[src/hdl/assert_macros.svh]
// Assertion macros shared by the counter table RTL.
`ifndef ASSERT_MACROS_SVH
`define ASSERT_MACROS_SVH

// Condition must hold at every clock edge outside reset.
`define ASSERT_ALWAYS(lbl, cond, msg) \
    lbl: assert property (@(posedge clk) disable iff (!rst_n) (cond)) else $error(msg);

// Antecedent in a cycle implies consequent in the same cycle.
`define ASSERT_IMPLIES(lbl, ante, cons, msg) \
    lbl: assert property (@(posedge clk) disable iff (!rst_n) (ante) |-> (cons)) \
        else $error(msg);

`endif

[src/hdl/pmtc_pkg.sv]
// Package with types and codes of the per-MAC traffic counter table.
`timescale 1ns / 1ps
`default_nettype none
package pmtc_pkg;

    localparam int TABLE_DEPTH_DEF = 64;

    localparam int MAC_W   = 48;
    localparam int TOT_W   = 64;
    localparam int IDX_W   = 6;
    localparam int COUNT_W = 7;
    localparam int INT_W   = 32;

    localparam logic [1:0] REQ_ADD   = 2'd0;
    localparam logic [1:0] REQ_READ  = 2'd1;
    localparam logic [1:0] REQ_CLEAR = 2'd2;

    localparam logic [1:0] STAT_OK    = 2'd0;
    localparam logic [1:0] STAT_NEW   = 2'd1;
    localparam logic [1:0] STAT_FULL  = 2'd2;
    localparam logic [1:0] STAT_EMPTY = 2'd3;

    typedef enum logic [1:0] {
        S_IDLE,
        S_RUN,
        S_PEND
    } state_t;

    // Request word traveling down the cell row. Once found is set, mac and
    // the totals carry the result instead of the request.
    typedef struct packed {
        logic [1:0]       op;
        logic [MAC_W-1:0] mac;
        logic [TOT_W-1:0] pkts;
        logic [TOT_W-1:0] bytes;
        logic [IDX_W-1:0] ridx;
        logic             found;
        logic             created;
        logic [IDX_W-1:0] idx;
    } token_t;

endpackage
`default_nettype wire

[src/hdl/pmtc_cell.sv]
// One table slot: holds an entry and serves the request word passing by.
`timescale 1ns / 1ps
`default_nettype none
module pmtc_cell #(
    parameter int CELL_INDEX = 0,
    parameter int CNT_W      = 7
) (
    input  wire logic                 clk,
    input  wire logic                 rst_n,
    input  wire logic [CNT_W-1:0]     fill,
    input  wire logic                 tok_in_valid,
    input  wire pmtc_pkg::token_t     tok_in,
    output logic                      tok_out_valid,
    output pmtc_pkg::token_t          tok_out
);

    logic [pmtc_pkg::MAC_W-1:0] key_reg, key_next;
    logic [pmtc_pkg::TOT_W-1:0] pkt_reg, pkt_next;
    logic [pmtc_pkg::TOT_W-1:0] byt_reg, byt_next;
    logic                       wr_en;
    logic                       occupied;
    logic                       at_fill;
    logic                       idx_hit;
    logic                       valid_reg;
    pmtc_pkg::token_t           tok_reg, tok_next;

    assign occupied = {{(pmtc_pkg::INT_W-CNT_W){1'b0}}, fill} > pmtc_pkg::INT_W'(CELL_INDEX);
    assign at_fill  = {{(pmtc_pkg::INT_W-CNT_W){1'b0}}, fill} == pmtc_pkg::INT_W'(CELL_INDEX);
    assign idx_hit  = {{(pmtc_pkg::INT_W-pmtc_pkg::IDX_W){1'b0}}, tok_in.ridx}
                      == pmtc_pkg::INT_W'(CELL_INDEX);

    always_comb
    begin
        tok_next = tok_in;
        wr_en    = 1'b0;
        key_next = key_reg;
        pkt_next = pkt_reg;
        byt_next = byt_reg;
        if (tok_in_valid && !tok_in.found)
        begin
            unique case (tok_in.op)
                pmtc_pkg::REQ_ADD:
                begin
                    priority if (occupied && key_reg == tok_in.mac)
                    begin
                        pkt_next       = pkt_reg + tok_in.pkts;
                        byt_next       = byt_reg + tok_in.bytes;
                        wr_en          = 1'b1;
                        tok_next.pkts  = pkt_next;
                        tok_next.bytes = byt_next;
                        tok_next.found = 1'b1;
                        tok_next.idx   = pmtc_pkg::IDX_W'(CELL_INDEX);
                    end
                    else if (at_fill)
                    begin
                        // First free slot: allocate it for this address.
                        key_next         = tok_in.mac;
                        pkt_next         = tok_in.pkts;
                        byt_next         = tok_in.bytes;
                        wr_en            = 1'b1;
                        tok_next.found   = 1'b1;
                        tok_next.created = 1'b1;
                        tok_next.idx     = pmtc_pkg::IDX_W'(CELL_INDEX);
                    end
                    else
                    begin
                        tok_next = tok_in;
                    end
                end
                pmtc_pkg::REQ_READ:
                begin
                    if (occupied && idx_hit)
                    begin
                        tok_next.mac   = key_reg;
                        tok_next.pkts  = pkt_reg;
                        tok_next.bytes = byt_reg;
                        tok_next.found = 1'b1;
                        tok_next.idx   = pmtc_pkg::IDX_W'(CELL_INDEX);
                    end
                end
                default:
                begin
                    tok_next = tok_in;
                end
            endcase
        end
    end

    always_ff @(posedge clk)
    begin
        if (wr_en)
        begin
            key_reg <= key_next;
            pkt_reg <= pkt_next;
            byt_reg <= byt_next;
        end
        tok_reg <= tok_next;
    end

    always_ff @(posedge clk or negedge rst_n)
    begin
        if (!rst_n)
        begin
            valid_reg <= 1'b0;
        end
        else
        begin
            valid_reg <= tok_in_valid;
        end
    end

    assign tok_out_valid = valid_reg;
    assign tok_out       = tok_reg;

endmodule
`default_nettype wire

[config.mk]
export PLATFORM = sky130hd
export DESIGN_NAME = pmtc_cell
export DESIGN_NICKNAME = d
export VERILOG_FILES = /design/src/hdl/assert_macros.svh /design/src/hdl/pmtc_pkg.sv /design/src/hdl/pmtc_cell.sv
export SDC_FILE = /design/constraint.sdc
export NUM_CORES = 1
export LEC_CHECK = 0
export CORE_MARGIN = 2
export CORE_UTILIZATION = 40
export CTS_CLUSTER_DIAMETER = 100
export DETAILED_ROUTE_END_ITERATION = 6
export DONT_BUFFER_PORTS = 1
export GPL_ROUTABILITY_DRIVEN = 0
export PLACE_DENSITY = 0.59
export SYNTH_ARGS = -nofsm -noshare
export SYNTH_HDL_FRONTEND = slang
export SYNTH_SLANG_ARGS = --single-unit
[constraint.sdc]
create_clock -name clk -period 14.44 [get_ports clk]
set_clock_uncertainty 0.1 [all_clocks]
set_input_delay 2.888 -clock clk [delete_from_list [all_inputs] [get_ports clk]]
set_output_delay 2.888 -clock clk [all_outputs]
set_load 0.05 [all_outputs]
==> load_flow_metrics.sql <==
INSERT INTO impl_metrics (metric_group, metric, value, unit) VALUES
('outcome', 'status', 'completed', ''),
('clocking', 'cts_tree', 'yes', ''),
('power_and_ir_drop', 'leakage', '9.30', 'nW'),
('setup_path', 'path_delay_family', 'buffers and inverters', ''),
('sta', 'fmax', '152', 'MHz'),
('power_and_ir_drop', 'total_design_power', '2.64', 'mW'),
('power_and_ir_drop', 'max-vdd-ir-drop', '85.0', 'µV'),
('synth', 'ys_ff_latch', '369', ''),
('floorplanning', 'core.rowCount', '84', ''),
('setup_path', 'critPathArrivalTime', '6.95', 'ns'),
('route', 'drt-initial-drc-count', '1424', ''),
('setup_path', 'critical_path_buf_inv_count', '3', ''),
('setup_path', 'cp-start-kind', 'primary input', ''),
('synth', 'dominantRegCellSynth', 'dfxtp_1', ''),
('synth', 'synthesis.yosys.warnings', '0', ''),
('clocking', 'post_cts_resized', '0', ''),
('setup_path', 'critical_path_capture_point_type', 'register', ''),
('clocking', 'clock_insertion_delay_worst_skew', '0.58', 'ns'),
('clocking', 'postCtsHoldBufs', '0', ''),
('worst_hold_path', 'hold_path_class', 'reg2reg', ''),
('cells_and_area', 'finish.instance_area', '23200', 'µm²'),
('power_and_ir_drop', 'pwr_density_cell', '114', 'nW/µm²'),
('synth', 'cell_types_with_the_largest_area_share_after_synthesis', 'edfxtp_1 25%, dfxtp_1 18%, ha_1 7.4%, o21ai_0 5.1%, mux2_2 5.0%', ''),
('synth', 'synth_async_reset_ratio', '0.271', '%'),
('synth', 'synth_cell_type_count', '75', ''),
('floorplanning', 'initial_utilization', '40.4', '%'),
('floorplanning', 'placeableCoreArea', '52400', 'µm²'),
('placement', 'place.detailed.instances', '2780', ''),
('clocking', 'cts.path.max_buffers', '3', ''),
('global_route', 'antenna_found_initial', '0', ''),
('synth', 'cell_count_after_synthesis', '2202', ''),
('synth', 'post_synth_most_frequent_cells', '237 x nand2_1, 217 x o21ai_0, 192 x dfxtp_1, 176 x edfxtp_1, 161 x a21oi_1', ''),
('job', 'max_cap_viol_count', '0', ''),
('clocking', 'tritoncts.num_buffers', '44', ''),
('global_route', 'grt_use_total', '22.5', '%'),
('synth', 'post_synth_instance_area', '21200', 'µm²'),
('sta', 'setup_tns', '0', 'ns'),
('placement', 'post_placement_cell_area', '21800', 'µm²'),
('sta', 'fin_hold_ws', '0.380', 'ns'),
('clocking', 'path_clk_slew', '0.06', 'ns'),
('setup_path', 'cpPeakStageDelay', '0.67', 'ns'),
('clocking', 'cts-htree-levels', '2', ''),
('synth', 'yosys.cell_count.top_type', 'nand2_1', ''),
('setup_path', 'crit_required', '14.81', 'ns'),
('cells_and_area', 'largest_register_ff_count', '192', ''),
('route', 'vias', '17092', ''),
('sta', 'final_max_slew_viol_count', '0', ''),
('clocking', 'root_cell_of_the_clock_tree', 'clkbuf_16', ''),
('global_route', 'grt_first_pass_wirelength', '96.0', 'mm'),
('setup_path', 'critPathMaxFanout', '107', ''),
('cells_and_area', 'layout-drive-gt1-share', '10.9', '%'),
('synth', 'synthesis.nets', '2532', ''),
('cells_and_area', 'antenna_cells', '0', ''),
('placement', 'dp_hpwl', '45.5', 'mm'),
('setup_path', 'critical_path.slowest_cell', 'buf_4', ''),
('floorplanning', 'die-width', '234', 'µm'),
('synth', 'synth_largest_type_area_fraction', '24.9', '%'),
('clocking', 'tritoncts_num_sinks', '369', ''),
('sta', 'finalHoldViolCount', '0', ''),
('sta', 'post-route-period-util', '45.5', '%'),
('cells_and_area', 'count_of_non_filler_cells_in_the_finished_layout', '2861', ''),
('global_route', 'grt_max_degree', '108', ''),
('synth', 'synth_enable_flop_cells', '176', ''),
('sta', 'timing.slew.headroom', '18.7', '%'),
('synth', 'synth_area_leader_cell', 'edfxtp_1', ''),
('route', 'route.detailed.drc', '0', ''),
('route', 'detail_route.wl_per_cell', '22.4', 'µm'),
('synth', 'synth_seq_area_share', '43.2', '%'),
('placement', 'buffer_ports.inserted', '0', ''),
('clocking', 'postCtsSetupBuffers', '0', ''),
('setup_path', 'worstPathCellList', 'xor2_1 > nor4_1 > nand4_1 > nor3_1 > nand2_4 > buf_4 > inv_2 > buf_4 > mux2_2 > a22o_1 > a22o_1', '');
==> metrics by stage <==
step	util [%]	setup slack [ns]
2_1_floorplan	-	4.67
3_3_place_gp	41.6	7.35
3_5_place_dp	41.6	7.30
4_1_cts	44.3	7.93
5_1_grt	44.3	7.67
6_report	44.3	7.87
==> final timing paths <==
| kind | start | end | cells past startpoint | slack [ns] |
|---|---|---|---|---|
| worst max-delay path | tok_in[167] | tok_out[32]$_DFF_P_ | 11 | 7.87 |
| worst min-delay path | pkt_reg[30]$_DFFE_PP_ | tok_out[108]$_DFF_P_ | 2 | 0.38 |
| worst max register to register | key_reg[25]$_DFFE_PP_ | tok_out[32]$_DFF_P_ | 11 | 9.72 |
| worst min register to register | pkt_reg[30]$_DFFE_PP_ | tok_out[108]$_DFF_P_ | 2 | 0.38 |
| max in group asynchronous | rst_n | tok_out_valid$_DFF_PN0_ | 0 | 12.27 |
| min in group asynchronous | rst_n | tok_out_valid$_DFF_PN0_ | 0 | 1.91 |
==> worst reg2reg max path, stage by stage (launching register included) <==
cell	delay [ns]
edfxtp_1	0.40
xor2_1	0.18
nor4_1	0.53
nand4_1	0.17
nor3_1	0.53
nand2_4	0.06
buf_4	0.43
inv_2	0.68
buf_4	0.68
mux2_2	0.44
a22o_1	0.23
a22o_1	0.17
==> power breakdown <==
group	total, mW	leakage [nW]	switching (mW)	internal [mW]
combinational	0.267	5.38	0.155	0.112
clock	1.10	0.709	0.473	0.631
sequential	1.27	3.21	0.142	1.13
total	2.64	9.30	0.770	1.87
==> cell type report <==
cell class,count,area (µm²)
multi-input combinational,1634,11400
sequential,369,9150
clock inverter,25,200
timing repair buffer,18,135
tap,688,861
fill,5007,29200
inverter,71,267
clock buffer,56,1240
==> cell families (layout without fill, tap and decap cells) <==
logic type | count (synthesis) | count (layout) | share of synthesized area [%]
fa+ha+maj | 128 | 128 | 7.62
compound gates | 751 | 751 | 22.9
buf+inv | 199 | 170 | 3.52
xor+xnor | 169 | 169 | 6.98
mux | 97 | 97 | 5.14
flops | 369 | 369 | 43.2
simple gates | 489 | 489 | 10.6
==> metal layers <==
metal	GRT usage, %	vias to the layer above	wire length [µm]
met5	0	-	0
met4	7.48	0	1960
met3	7.14	103	5980
met2	36.2	588	29300
met1	28.4	8304	26900
li1	-	8097	-
==> cell usage in the layout, fill, tap and decap left out, types with 12 or more instances in the layout <==
cell,instances
inv_1,69
nor2b_1,12
a211oi_1,13
edfxtp_1,176
xnor2_1,77
and3_1,12
a21oi_1,161
a22oi_1,71
buf_4,18
o21a_1,18
o21bai_1,29
a222oi_1,31
o21ai_0,217
nand4_1,44
nand2_1,236
ha_1,126
nand3_1,15
clkbuf_16,45
dfxtp_1,192
xor2_1,92
nor4_1,20
nor2_1,90
a31o_2,19
a21o_1,69
a22o_1,25
mux2_2,95
a31oi_1,22
Power figures use the tool's default switching activity.
